[src/hw/rtl/apkc_pkg.sv]
`timescale 1ns / 1ps

package apkc_pkg;

  // configuration port
  localparam int unsigned CFG_IDX_W  = 2;
  localparam int unsigned CFG_DATA_W = 10;

  localparam logic [CFG_IDX_W-1:0] CFG_CODE_FIRST  = 2'd0;
  localparam logic [CFG_IDX_W-1:0] CFG_CODE_SECOND = 2'd1;
  localparam logic [CFG_IDX_W-1:0] CFG_CODE_THIRD  = 2'd2;
  localparam logic [CFG_IDX_W-1:0] CFG_ANALOG_THR  = 2'd3;

  localparam logic [3:0] CODE_FIRST_RST  = 4'd1;
  localparam logic [3:0] CODE_SECOND_RST = 4'd5;
  localparam logic [3:0] CODE_THIRD_RST  = 4'd3;
  localparam logic [9:0] ANALOG_THR_RST  = 10'd580;

  // keypad command keys
  localparam logic [3:0] KEY_ON    = 4'd12;
  localparam logic [3:0] KEY_OFF   = 4'd13;
  localparam logic [3:0] KEY_TEST  = 4'd14;
  localparam logic [3:0] KEY_CLOCK = 4'd15;
  localparam logic [3:0] KEY_DIGIT_MAX = 4'd9;

  // sensor source codes
  localparam logic [3:0] SRC_NONE   = 4'd0;
  localparam logic [3:0] SRC_ANALOG = 4'd9;

  // clock reset value 16:33
  localparam logic [1:0] HOUR_TENS_RST   = 2'd1;
  localparam logic [3:0] HOUR_ONES_RST   = 4'd6;
  localparam logic [2:0] MINUTE_TENS_RST = 3'd3;
  localparam logic [3:0] MINUTE_ONES_RST = 4'd3;

  localparam int unsigned QUEUE_DEPTH_DEF = 2;

  typedef enum logic [4:0] {
    ST_OFF        = 5'd0,
    ST_ARMED      = 5'd1,
    ST_ALARM      = 5'd2,
    ST_CODE_REL1  = 5'd3,
    ST_CODE_DIG1  = 5'd4,
    ST_CODE_REL2  = 5'd5,
    ST_CODE_DIG2  = 5'd6,
    ST_CODE_REL3  = 5'd7,
    ST_CODE_DIG3  = 5'd8,
    ST_CLK_REL1   = 5'd9,
    ST_CLK_HTENS  = 5'd10,
    ST_CLK_REL2   = 5'd11,
    ST_CLK_HONES  = 5'd12,
    ST_CLK_REL3   = 5'd13,
    ST_CLK_MTENS  = 5'd14,
    ST_CLK_REL4   = 5'd15,
    ST_CLK_MONES  = 5'd16
  } panel_state_t;

  typedef struct packed {
    logic [3:0] code_first;
    logic [3:0] code_second;
    logic [3:0] code_third;
    logic [9:0] analog_threshold;
  } cfg_t;

  typedef struct packed {
    logic       mode;
    logic [7:0] sensor_bits;
    logic [9:0] adc_level;
    logic       key_valid;
    logic [3:0] key_code;
  } item_t;

  typedef struct packed {
    logic [4:0] panel_state;
    logic       alarm_active;
    logic [3:0] alarm_source;
    logic       siren_pulse;
    logic       test_active;
    logic       wrong_code;
    logic [1:0] hour_tens_out;
    logic [3:0] hour_ones_out;
    logic [2:0] minute_tens_out;
    logic [3:0] minute_ones_out;
  } result_t;

  // classified word between front and back
  typedef struct packed {
    logic       is_tick;
    logic [3:0] source;
    logic       key_hit;
    logic [3:0] key;
  } cmd_t;

endpackage

[src/hw/rtl/apkc_queue.sv]
`timescale 1ns / 1ps

module apkc_queue import apkc_pkg::*; #(
  parameter int unsigned DEPTH = QUEUE_DEPTH_DEF
) (
  input  logic clk,
  input  logic rst_n,
  input  logic push,
  input  cmd_t push_cmd,
  input  logic pop,
  output cmd_t pop_cmd,
  output logic full,
  output logic empty
);

  localparam int unsigned AW = (DEPTH > 1) ? $clog2(DEPTH) : 1;
  localparam int unsigned CW = $clog2(DEPTH + 1);
  localparam logic [AW-1:0] LAST  = AW'(DEPTH - 1);
  localparam logic [CW-1:0] DEPTH_C = CW'(DEPTH);

  cmd_t          slot_r [DEPTH];
  logic [AW-1:0] wr_ptr_r, wr_ptr_nxt;
  logic [AW-1:0] rd_ptr_r, rd_ptr_nxt;
  logic [CW-1:0] count_r, count_nxt;

  assign full    = (count_r == DEPTH_C);
  assign empty   = (count_r == '0);
  assign pop_cmd = slot_r[rd_ptr_r];

  always_comb begin
    wr_ptr_nxt = wr_ptr_r;
    rd_ptr_nxt = rd_ptr_r;
    count_nxt  = count_r;
    if (push) begin
      wr_ptr_nxt = (wr_ptr_r == LAST) ? '0 : wr_ptr_r + 1'b1;
    end
    if (pop) begin
      rd_ptr_nxt = (rd_ptr_r == LAST) ? '0 : rd_ptr_r + 1'b1;
    end
    if (push && !pop) begin
      count_nxt = count_r + 1'b1;
    end else if (pop && !push) begin
      count_nxt = count_r - 1'b1;
    end
  end

  always_ff @(posedge clk) begin
    if (!rst_n) begin
      wr_ptr_r <= '0;
      rd_ptr_r <= '0;
      count_r  <= '0;
    end else begin
      wr_ptr_r <= wr_ptr_nxt;
      rd_ptr_r <= rd_ptr_nxt;
      count_r  <= count_nxt;
    end
  end

  always_ff @(posedge clk) begin
    if (push) begin
      slot_r[wr_ptr_r] <= push_cmd;
    end
  end

endmodule

[config.mk]
export PLATFORM = sky130hd
export DESIGN_NAME = apkc_queue
export DESIGN_NICKNAME = d
export VERILOG_FILES = /design/src/hw/rtl/apkc_pkg.sv /design/src/hw/rtl/apkc_queue.sv
export SDC_FILE = /design/constraint.sdc
export NUM_CORES = 1
export LEC_CHECK = 0
export ABC_AREA = 1
export BUFFER_PORTS_ARGS = -buffer_cell sky130_fd_sc_hd__clkbuf_2
export CORE_AREA = 2 2 47 49
export CTS_BUF_LIST = sky130_fd_sc_hd__clkbuf_8
export DETAILED_ROUTE_END_ITERATION = 16
export DIE_AREA = 0 0 49 51
export HOLD_SLACK_MARGIN = 0.15
export PLACE_DENSITY_LB_ADDON = 0.2
export SLEW_MARGIN = 20
export SYNTH_ARGS = -nofsm -noshare
export SYNTH_HDL_FRONTEND = slang
export SYNTH_SLANG_ARGS = --single-unit
[constraint.sdc]
create_clock -name clk -period 2.1 [get_ports clk]
set_input_delay 0.525 -clock clk [delete_from_list [all_inputs] [get_ports clk]]
set_output_delay 0.525 -clock clk [all_outputs]
set_load 0.005 [all_outputs]
==> metrics.txt <==
mean area per synthesized cell=14.5 µm²; dpl cells=roughly 120; crit-path max FO=10; Final Util=0.560; slew margin rel.=0.714; TritonCTS clock tree=done; Worst Max-Slew Pin Slew=between 0.4 and 0.5 ns; Detail Route Antenna Nets=0; first-pass GRT wire length=between 2000 and 2500 µm; setup TNS=0 ns; Hold Startpoint=push_cmd[7]; Residual DRC=0; initial core utilization=0.463; RePlAce Congestion=0.636; cts hold-fix bufs=0; Max Cap Viol=0; Hold WS=0.455 ns; f_max=roughly 530 MHz; DPL Wire Length=about 1100 µm; All-Layer GR Usage=0.121; RSZ-0062 raised after global routing=no; Syn Nets=81; Wirelength per Cell=around 11 µm; Cell Pwr Density=~800 mW/mm²; number of synthesized flops with an enable pin=20; Die Span Y=51 µm; initial drt markers=14; Gate Count Post-Synth=66; Post-Syn Area=approximately 950 µm²; Clk pin slew, worst setup/hold paths=around 0.080 ns; pre-CTS WS=0.492 ns; crit end category=output port; Synthesis Warnings=0; status=finished clean; Synth area leaders=edfxtp_1, mux2_2, dfxtp_1; Resize count post-CTS=0; post-synthesis sequential area ratio=0.734; Synth Register Bits=25; FF-to-FF setup slack=approximately 1 ns; post-synthesis cell type count=14; skew final=0.00277 ns; total CTS buffers=3; most instantiated cells after synthesis=edfxtp_1, mux2_2, nor2_1; Worst Setup Start Kind=flop; Detailed Routing Iterations Pass 1=4; CTS Buffer Depth=2; Final Cycle Share=0.891; worst hold endpoint=slot_r[1][7]; crit path DAT=1.35 ns; hold path cells=1; CP Class=reg -> out; initial antenna violation count=0; placeable core area=~0.0021 mm²; Slew Viols, Final=0; GR Overflow Total=0; Post-synth ARST share=0; post-layout min period=1.87 ns; final hold violations=0; cells on worst reg2reg path=2; Synth top area share=0.629; DRT Wirelength=between 1000 and 1500 µm; Setup Buffers After CTS=0; die width=just under 50 µm; top-count cell post-synth=edfxtp_1; Finished Layout Cells=approximately 120; I/O pins=26; Final WS setup=0.229 ns; H-tree levels=1; Leakage=slightly below 0.5 nW; vias per cell=between 4 and 5; Worst Path Required=1.57 ns; Synth area leader=edfxtp_1; clock root buffer=clkbuf_8; routed vias=555; final setup violation count=0; CTS Sinks=25; Area Growth Syn to Fin=21.1%; VDD IR max=between 0.3 and 0.4 mV; Critical R2R Capture=slot_r[1][8]; Worst Hold Class=in -> reg; fill count=roughly 180; vias in the first global route=508; number of nets in the layout=roughly 110; port bufs=25; num rows=17; layout cells sized above 1=0.432; worst skew pair latency=around 0.25 ns; ant diodes=0; largest net degree at the start of global routing=14; ys flop type=edfxtp_1; Die ar.=approximately 0.0025 mm²; Crit Reg-Reg Startpoint=wr_ptr_r
==> layout make-up <==
cell class	instances	area, µm²	area share
inverters	8	30.0	0.0260
multi-input cells	32	213	0.184
clock buffers	3	41.3	0.0357
clock inverters	1	3.75	0.00325
well taps	28	35.0	0.0303
flip-flops and latches	25	701	0.606
repair buffers	26	133	0.115
==> cells by family after synthesis <==
family / synth area share
buffers and inverters: 0.0433
flip-flops: 0.734
adder cells (fa/ha/maj): 0.0131
multiplexers: 0.118
AND/OR/NAND/NOR: 0.0813
AO/OA/AOI/OAI: 0.0105
==> routing by layer <==
| layer | wire length, µm | vias up | track usage | share of wire |
|---|---|---|---|---|
| li1 | - | 286 | - | - |
| met1 | 561 | 250 | 0.137 | 0.40 |
| met2 | 737 | 17 | 0.215 | 0.53 |
| met3 | 88 | 2 | 0.0292 | 0.063 |
| met4 | 14 | 0 | 0.0571 | 0.010 |
| met5 | 0 | - | 0 | 0 |
==> state kept, by name, summed over array words and instances, names as in the netlist, named ones only <==
register,count
count_r,2
rd_ptr_r,1
slot_r,20
wr_ptr_r,1
==> report_power, final <==
group | switching (W) | internal, W | total [W]
clock | 0.000129 | 0.000130 | 0.000259
combinational | 0.0000487 | 0.0000533 | 0.000102
sequential | 0.0000157 | 0.000566 | 0.000582
total | 0.000193 | 0.000750 | 0.000943
==> critical path, stage by stage (launching register included) <==
cell and delay, ns:
dfxtp_1 0.59, mux2_2 0.40, clkbuf_2 0.11
==> how the worst max path moves through the flow <==
stage	slack (ns)	startpoint	to
global route	0.13	flop	pop_cmd[8]
global placement	0.48	flop	pop_cmd[9]
finish	0.23	flop	pop_cmd[9]
floorplan	0.73	push	slot_r[0][0]
detailed placement	0.49	flop	pop_cmd[9]
CTS	0.20	flop	pop_cmd[9]
==> through the flow <==
stage	area (µm²)	power, W
after floorplan	955	0.000649
after global placement	1110	0.000692
after detailed placement	1110	0.000698
after CTS	1160	0.000954
after global routing	1160	0.000978
final	1160	0.000943
==> layout by cell type (no fill, tap or decap) <==
master	synthesis	final
inv_1	7	8
dfxtp_1	5	5
nand3_1	1	1
o21ai_0	1	1
edfxtp_1	20	20
buf_4	0	1
nand4_1	1	1
nand2_2	1	1
clkbuf_8	0	3
clkbuf_2	0	25
ha_1	1	1
inv_2	1	1
nand2_1	7	7
nor2_1	9	9
a21oi_1	1	1
mux2_2	10	10
Note: power is estimated with default switching activity, not from simulation.
