## config.mk

```make
export PLATFORM = sky130hd
export DESIGN_NAME = apkc_back_flat
export DESIGN_NICKNAME = d
export VERILOG_FILES = /design/src/hw/rtl/apkc_pkg.sv /design/src/hw/rtl/apkc_chan_if.sv /design/src/hw/rtl/apkc_back.sv /design/src/flat_wrapper.sv
export SDC_FILE = /design/constraint.sdc
export NUM_CORES = 1
export LEC_CHECK = 0
export ABC_AREA = 1
export BUFFER_PORTS_ARGS = -buffer_cell sky130_fd_sc_hd__buf_2
export CAP_MARGIN = 20
export CORE_UTILIZATION = 30
export CTS_CLUSTER_DIAMETER = 120
export DETAILED_ROUTE_END_ITERATION = 10
export SLEW_MARGIN = 20
export SYNTH_ARGS = -nofsm -noshare
export SYNTH_HDL_FRONTEND = slang
export SYNTH_SLANG_ARGS = --single-unit
```

## constraint.sdc

```tcl
create_clock -name clk -period 2.09 [get_ports clk]
set_input_delay 0.3135 -clock clk [delete_from_list [all_inputs] [get_ports clk]]
set_output_delay 0.3135 -clock clk [all_outputs]
set_load 0.01 [all_outputs]
```

## src/hw/rtl/apkc_pkg.sv

```systemverilog
`timescale 1ns / 1ps

package apkc_pkg;

  // configuration port
  localparam int unsigned CFG_IDX_W  = 2;
  localparam int unsigned CFG_DATA_W = 10;

  localparam logic [CFG_IDX_W-1:0] CFG_CODE_FIRST  = 2'd0;
  localparam logic [CFG_IDX_W-1:0] CFG_CODE_SECOND = 2'd1;
  localparam logic [CFG_IDX_W-1:0] CFG_CODE_THIRD  = 2'd2;
  localparam logic [CFG_IDX_W-1:0] CFG_ANALOG_THR  = 2'd3;

  localparam logic [3:0] CODE_FIRST_RST  = 4'd1;
  localparam logic [3:0] CODE_SECOND_RST = 4'd5;
  localparam logic [3:0] CODE_THIRD_RST  = 4'd3;
  localparam logic [9:0] ANALOG_THR_RST  = 10'd580;

  // keypad command keys
  localparam logic [3:0] KEY_ON    = 4'd12;
  localparam logic [3:0] KEY_OFF   = 4'd13;
  localparam logic [3:0] KEY_TEST  = 4'd14;
  localparam logic [3:0] KEY_CLOCK = 4'd15;
  localparam logic [3:0] KEY_DIGIT_MAX = 4'd9;

  // sensor source codes
  localparam logic [3:0] SRC_NONE   = 4'd0;
  localparam logic [3:0] SRC_ANALOG = 4'd9;

  // clock reset value 16:33
  localparam logic [1:0] HOUR_TENS_RST   = 2'd1;
  localparam logic [3:0] HOUR_ONES_RST   = 4'd6;
  localparam logic [2:0] MINUTE_TENS_RST = 3'd3;
  localparam logic [3:0] MINUTE_ONES_RST = 4'd3;

  localparam int unsigned QUEUE_DEPTH_DEF = 2;

  typedef enum logic [4:0] {
    ST_OFF        = 5'd0,
    ST_ARMED      = 5'd1,
    ST_ALARM      = 5'd2,
    ST_CODE_REL1  = 5'd3,
    ST_CODE_DIG1  = 5'd4,
    ST_CODE_REL2  = 5'd5,
    ST_CODE_DIG2  = 5'd6,
    ST_CODE_REL3  = 5'd7,
    ST_CODE_DIG3  = 5'd8,
    ST_CLK_REL1   = 5'd9,
    ST_CLK_HTENS  = 5'd10,
    ST_CLK_REL2   = 5'd11,
    ST_CLK_HONES  = 5'd12,
    ST_CLK_REL3   = 5'd13,
    ST_CLK_MTENS  = 5'd14,
    ST_CLK_REL4   = 5'd15,
    ST_CLK_MONES  = 5'd16
  } panel_state_t;

  typedef struct packed {
    logic [3:0] code_first;
    logic [3:0] code_second;
    logic [3:0] code_third;
    logic [9:0] analog_threshold;
  } cfg_t;

  typedef struct packed {
    logic       mode;
    logic [7:0] sensor_bits;
    logic [9:0] adc_level;
    logic       key_valid;
    logic [3:0] key_code;
  } item_t;

  typedef struct packed {
    logic [4:0] panel_state;
    logic       alarm_active;
    logic [3:0] alarm_source;
    logic       siren_pulse;
    logic       test_active;
    logic       wrong_code;
    logic [1:0] hour_tens_out;
    logic [3:0] hour_ones_out;
    logic [2:0] minute_tens_out;
    logic [3:0] minute_ones_out;
  } result_t;

  // classified word between front and back
  typedef struct packed {
    logic       is_tick;
    logic [3:0] source;
    logic       key_hit;
    logic [3:0] key;
  } cmd_t;

endpackage

```

## src/hw/rtl/apkc_chan_if.sv

```systemverilog
`timescale 1ns / 1ps

interface apkc_chan_if #(
  parameter type payload_t = logic
);
  logic     valid;
  logic     ready;
  payload_t data;

  modport source (output valid, output data, input ready);
  modport sink   (input valid, input data, output ready);
endinterface

```

## src/hw/rtl/apkc_back.sv

```systemverilog
`timescale 1ns / 1ps

module apkc_back import apkc_pkg::*; (
  input  logic          clk,
  input  logic          rst_n,
  input  cfg_t          cfg,
  input  logic          q_empty,
  input  cmd_t          q_cmd,
  output logic          q_pop,
  apkc_chan_if.source   out_ch
);

  panel_state_t state_r, state_nxt;
  logic         alarm_r, alarm_nxt;
  logic         test_r, test_nxt;
  logic [3:0]   entered_r [2];
  logic [3:0]   entered_nxt [2];
  logic [1:0]   htens_r, htens_nxt;
  logic [3:0]   hones_r, hones_nxt;
  logic [2:0]   mtens_r, mtens_nxt;
  logic [3:0]   mones_r, mones_nxt;
  logic         out_valid_r;
  result_t      out_data_r, res_nxt;

  logic         no_key, is_digit, sense;
  logic [3:0]   source;
  logic         siren, wrong;
  logic [3:0]   mones_inc, hones_inc;
  logic [2:0]   mtens_inc;

  assign q_pop        = !q_empty && (!out_valid_r || out_ch.ready);
  assign out_ch.valid = out_valid_r;
  assign out_ch.data  = out_data_r;

  assign no_key   = !q_cmd.key_hit;
  assign is_digit = q_cmd.key_hit && (q_cmd.key <= KEY_DIGIT_MAX);

  assign mones_inc = mones_r + 4'd1;
  assign mtens_inc = mtens_r + 3'd1;
  assign hones_inc = hones_r + 4'd1;

  always_comb begin
    state_nxt      = state_r;
    alarm_nxt      = alarm_r;
    test_nxt       = test_r;
    entered_nxt[0] = entered_r[0];
    entered_nxt[1] = entered_r[1];
    htens_nxt      = htens_r;
    hones_nxt      = hones_r;
    mtens_nxt      = mtens_r;
    mones_nxt      = mones_r;
    source         = SRC_NONE;
    siren          = 1'b0;
    wrong          = 1'b0;
    sense          = 1'b0;

    if (q_cmd.is_tick) begin
      mones_nxt = mones_inc;
      if (mones_inc >= 4'd10) begin
        mones_nxt = '0;
        mtens_nxt = mtens_inc;
        if (mtens_inc >= 3'd6) begin
          mtens_nxt = '0;
          hones_nxt = hones_inc;
          if (hones_inc >= 4'd10 && htens_r < 2'd2) begin
            hones_nxt = '0;
            htens_nxt = htens_r + 2'd1;
          end else if (hones_inc >= 4'd4 && htens_r >= 2'd2) begin
            hones_nxt = '0;
            htens_nxt = '0;
          end
        end
      end
    end else begin
      sense = !alarm_r && (state_r != ST_OFF) && (5'(state_r) <= 5'(ST_CODE_DIG3));
      if (sense) begin
        source = q_cmd.source;
      end
      if (source != SRC_NONE) begin
        alarm_nxt = 1'b1;
      end
      siren = alarm_nxt && !test_r;

      unique case (state_r)
        ST_OFF: begin
          if (q_cmd.key_hit && q_cmd.key == KEY_ON) begin
            state_nxt = ST_ARMED;
          end else if (q_cmd.key_hit && q_cmd.key == KEY_TEST) begin
            state_nxt = ST_ARMED;
            test_nxt  = 1'b1;
          end else if (q_cmd.key_hit && q_cmd.key == KEY_CLOCK) begin
            state_nxt = ST_CLK_REL1;
          end
        end
        ST_ARMED, ST_ALARM: begin
          if (state_r == ST_ARMED && source != SRC_NONE) begin
            state_nxt = ST_ALARM;
          end else if (q_cmd.key_hit && q_cmd.key == KEY_OFF) begin
            // off goes through code entry unless in test mode
            if (!test_r) begin
              state_nxt = ST_CODE_REL1;
            end else begin
              state_nxt = ST_OFF;
              test_nxt  = 1'b0;
              alarm_nxt = 1'b0;
            end
          end
        end
        ST_CODE_REL1, ST_CODE_REL2, ST_CODE_REL3, ST_CLK_REL1,
        ST_CLK_REL2, ST_CLK_REL3, ST_CLK_REL4: begin
          if (no_key) begin
            state_nxt = panel_state_t'(5'(state_r) + 5'd1);
          end
        end
        ST_CODE_DIG1: begin
          if (is_digit) begin
            entered_nxt[0] = q_cmd.key;
            state_nxt      = ST_CODE_REL2;
          end
        end
        ST_CODE_DIG2: begin
          if (is_digit) begin
            entered_nxt[1] = q_cmd.key;
            state_nxt      = ST_CODE_REL3;
          end
        end
        ST_CODE_DIG3: begin
          if (is_digit) begin
            if (entered_r[0] == cfg.code_first && entered_r[1] == cfg.code_second &&
                q_cmd.key == cfg.code_third) begin
              state_nxt = ST_OFF;
              test_nxt  = 1'b0;
              alarm_nxt = 1'b0;
            end else begin
              wrong     = 1'b1;
              state_nxt = alarm_nxt ? ST_ALARM : ST_ARMED;
            end
          end
        end
        ST_CLK_HTENS: begin
          if (q_cmd.key_hit && q_cmd.key <= 4'd2) begin
            htens_nxt = q_cmd.key[1:0];
            state_nxt = ST_CLK_REL2;
          end
        end
        ST_CLK_HONES: begin
          if ((htens_r < 2'd2 && is_digit) ||
              (htens_r == 2'd2 && q_cmd.key_hit && q_cmd.key <= 4'd3)) begin
            hones_nxt = q_cmd.key;
            state_nxt = ST_CLK_REL3;
          end
        end
        ST_CLK_MTENS: begin
          if (q_cmd.key_hit && q_cmd.key <= 4'd5) begin
            mtens_nxt = q_cmd.key[2:0];
            state_nxt = ST_CLK_REL4;
          end
        end
        ST_CLK_MONES: begin
          if (is_digit) begin
            mones_nxt = q_cmd.key;
            state_nxt = ST_OFF;
          end
        end
        default: begin
        end
      endcase
    end

    res_nxt.panel_state     = 5'(state_nxt);
    res_nxt.alarm_active    = alarm_nxt;
    res_nxt.alarm_source    = source;
    res_nxt.siren_pulse     = siren;
    res_nxt.test_active     = test_nxt;
    res_nxt.wrong_code      = wrong;
    res_nxt.hour_tens_out   = htens_nxt;
    res_nxt.hour_ones_out   = hones_nxt;
    res_nxt.minute_tens_out = mtens_nxt;
    res_nxt.minute_ones_out = mones_nxt;
  end

  always_ff @(posedge clk) begin
    if (!rst_n) begin
      state_r     <= ST_OFF;
      alarm_r     <= 1'b0;
      test_r      <= 1'b0;
      htens_r     <= HOUR_TENS_RST;
      hones_r     <= HOUR_ONES_RST;
      mtens_r     <= MINUTE_TENS_RST;
      mones_r     <= MINUTE_ONES_RST;
      out_valid_r <= 1'b0;
    end else begin
      if (q_pop) begin
        state_r <= state_nxt;
        alarm_r <= alarm_nxt;
        test_r  <= test_nxt;
        htens_r <= htens_nxt;
        hones_r <= hones_nxt;
        mtens_r <= mtens_nxt;
        mones_r <= mones_nxt;
      end
      if (q_pop) begin
        out_valid_r <= 1'b1;
      end else if (out_ch.ready) begin
        out_valid_r <= 1'b0;
      end
    end
  end

  always_ff @(posedge clk) begin
    if (q_pop) begin
      entered_r[0] <= entered_nxt[0];
      entered_r[1] <= entered_nxt[1];
      out_data_r   <= res_nxt;
    end
  end

endmodule

```

## src/flat_wrapper.sv

```systemverilog
// flat-port wrapper written by rule: the top's interface ports become plain ports
module apkc_back_flat import apkc_pkg::*;
  (clk, rst_n, cfg, q_empty, q_cmd, q_pop, out_ch_valid, out_ch_data, out_ch_ready);
  apkc_chan_if out_ch_i ();
  input  logic clk;
  input  logic rst_n;
  input  cfg_t cfg;
  input  logic q_empty;
  input  cmd_t q_cmd;
  output logic q_pop;
  output wire logic [$bits(out_ch_i.valid)-1:0] out_ch_valid;
  output wire logic [$bits(out_ch_i.data)-1:0] out_ch_data;
  input wire logic [$bits(out_ch_i.ready)-1:0] out_ch_ready;
  assign out_ch_valid = out_ch_i.valid;
  assign out_ch_data = out_ch_i.data;
  assign out_ch_i.ready = out_ch_ready;
  apkc_back u_core (.clk(clk), .rst_n(rst_n), .cfg(cfg), .q_empty(q_empty), .q_cmd(q_cmd), .q_pop(q_pop), .out_ch(out_ch_i));
endmodule
```

==> impl_metrics.ini <==
[status]
status = completed

[cells_and_area]
final_design_area_no_fill_mm2 = 0.00283
multiInputGateArea_mm2 = 0.00149
synthToLayoutAreaGrowth_pct = 17.0
layout.area.seq_um2 = 691
post_route_cells_drive_above_1_share_pct = 14.8
final_common_cell = sky130_fd_sc_hd__nand2_1
n_antenna_cell = 0
final_stage_net_count = 473
mostFrequentLayoutCells = sky130_fd_sc_hd__nand2_1, sky130_fd_sc_hd__inv_1, sky130_fd_sc_hd__nor2_1
fillers = 863

[die]
ios = 39
width_of_the_chip_um = 91.8
placement_rows = 32
floorplan.initialDensity_pct = 31.2
die_area_mm2 = 0.00843
chipHeight_um = 91.8
core_region_area_mm2 = 0.00777

[route]
drtIter0Drc = 165
detail_route.wl_per_cell_um = 11.0
totalWireLength_mm = 5.81
drcViolationCount = 0
viasPerCell = 4.60
detail-route-antenna-nets = 0
via_count = 2429
detail_route.first_pass.iterations = 4

[power_and_ir_drop]
power.density_mw_per_mm2 = 533
max-vdd-ir-drop_uv = 325
p_leak_nw = 1.46

[grt]
grt_pass1_vias = 2190
grt-ovfl-total = 0
grt_pass1_wl_mm = 9.98
grtUsageTotal_pct = 14.6
number_of_antenna_violations_at_the_first_check_in_global_routing = 0
grt_max_degree = 22

[clock_network]
cts_max_level = 2
cts-buffers-inserted = 5
worstSkewPairLatency_ns = 0.28
worst_setup_hold_path_clk_slew_ns = 0.06
max-clock-path-buffers = 2
clock-root-buffer = sky130_fd_sc_hd__clkbuf_8
tritoncts = yes
post_cts_buffers = 0
number_of_sinks_driven_by_the_clock_tree = 30

[setup_path]
worst_setup_path_start_kind = flop
r2r_slack_ns = 0.14
critical_path_class = flop to flop
worstSetupEndpointType = flop
critPathLaunch = u_core.hones_r[1]
critical_path_arrival_ns = 2.12
crit_path_end = u_core.htens_r[1]
path_max_fanout = 6
rr_worst_depth = 10
worst_ep_required_time_ns = 2.26
worst_r2r_startpoint = u_core.hones_r[1]
worst_r2r_endpoint = u_core.htens_r[1]

[timing]
post-route-period-util_pct = 93.3
clock_skew_ns = 0.00915
finalSetupViolCount = 0
hold_slack_ns = 0.229
rsz0062_at_grt = false
final-hold-violation-count = 0
worst_pin_slew_ns = 0.418
timing.final.max_slew_violations = 0
period_minus_slack_ns = 1.95
setup_total_negative_slack_ns = 0
fmax_mhz = 513
max-slew-margin-rel_pct = 72.0

[synth]
yosys_register_bits = 30
yosysSeqAreaShare_pct = 28.5
syn_inst = 388
synth_top_area_share_pct = 17.4
synth.top_cells.by_area = sky130_fd_sc_hd__dfxtp_1, sky130_fd_sc_hd__nand2_1, sky130_fd_sc_hd__edfxtp_1, sky130_fd_sc_hd__inv_1, sky130_fd_sc_hd__nor2_1
syn_area_per_cell_um2 = 6.24
synth_unique_cells = 33
synthesis.nets = 436
yosysWarningCount = 0
mappedNetlistArea_mm2 = 0.00242
synth_top_area_cell = sky130_fd_sc_hd__dfxtp_1

[placed_design]
place_hpwl_mm = 4.56
detailed_place.area_mm2 = 0.00271
portBuffers = 28
place_congestion = 0.886

[run]
drv_cap = 0

[hold_path]
worstHoldPathType = primary input to flop
==> cell families after synthesis <==
family | Yosys count | synth area share (%)
and+or+nand+nor | 219 | 39.7
buffers and inverters | 67 | 10.5
AOI/OAI and AO/OA | 49 | 11.0
DFF | 30 | 28.5
adders and majority gates | 12 | 6.20
xor gates and xnor gates | 11 | 3.98
==> repair_timing <==
action / 4_1_cts / 5_1_grt
setup endpoints to repair: 0 / 7
hold buffers: 0 / 0
resized for setup: 0 / 4
==> where the power goes <==
| part | switching, mW | internal (mW) |
|---|---|---|
| Sequential | 0.0187 | 0.620 |
| Clock | 0.218 | 0.332 |
| Combinational | 0.205 | 0.116 |
==> worst min path at each step <==
stage,from,end,slack [ns],cells after the start
floorplan,q_empty,u_core.out_ch.valid,0.41,1
global placement,u_core.htens_r[0],u_core.htens_r[0],0.46,2
detailed placement,u_core.htens_r[0],u_core.htens_r[0],0.48,2
CTS,q_empty,u_core.out_ch.valid,0.22,2
global route,q_empty,u_core.out_ch.valid,0.24,2
finish,q_empty,u_core.out_ch.valid,0.23,2
==> metrics by stage <==
| step | utilization (%) | power [mW] | setup slack (ns) | instances |
|---|---|---|---|---|
| 2_1_floorplan | - | 0.871 | 0.322 | 388 |
| 3_3_place_gp | 34.9 | 0.963 | 0.170 | 520 |
| 3_5_place_dp | 34.9 | 0.968 | 0.139 | 520 |
| 4_1_cts | 36.3 | 1.52 | 0.134 | 528 |
| 5_1_grt | 36.5 | 1.60 | 0.00538 | 528 |
| 6_report | 36.5 | 1.51 | 0.140 | 528 |
==> layer usage <==
metal	global-route usage (%)	wire length, µm	vias up
met5	0	0	-
met4	4.17	53	0
met3	2.74	252	5
met2	22.9	2490	55
met1	20.4	3020	1065
li1	-	-	1304
==> flip-flops by register name, summed over array words and instances, names as in the netlist <==
name                 count
u_core.test_r            1
u_core.mtens_r           3
u_core.entered_r         8
u_core.out_ch.valid      1
u_core.alarm_r           1
u_core.mones_r           4
u_core.state_r           5
u_core.htens_r           2
u_core.hones_r           4
u_core.out_ch.data       1
==> area by class of cell <==
type	count	area share (%)
inverter	64	8.48
multi-input combinational	291	52.5
tap	102	4.51
timing repair buffer	33	6.27
sequential	30	24.4
clock buffer	8	3.89
==> synth_stat cells, drive strengths merged <==
cell    count
or2         3
o21ai      25
edfxtp      9
a21oi      16
clkbuf      2
clkinv      1
buf         1
nor3        3
nand3      31
a22oi       1
xnor2       6
o22ai       1
xor2        5
nor2       57
nand4       8
dfxtp      21
a31oi       4
nand3b      1
o211ai      2
and2        3
inv        63
nand2     113
ha         12
==> worst max-delay path, stage by stage (launching register included) <==
cell	delay, ns
sky130_fd_sc_hd__dfxtp_1	0.38
sky130_fd_sc_hd__inv_1	0.06
sky130_fd_sc_hd__ha_1	0.28
sky130_fd_sc_hd__inv_1	0.03
sky130_fd_sc_hd__or2_2	0.26
sky130_fd_sc_hd__o211ai_1	0.37
sky130_fd_sc_hd__nand3_1	0.19
sky130_fd_sc_hd__nand2_1	0.14
sky130_fd_sc_hd__nand2_1	0.06
sky130_fd_sc_hd__nand2_1	0.05
sky130_fd_sc_hd__nor2_1	0.03
Note: power is estimated with default switching activity, not from simulation.
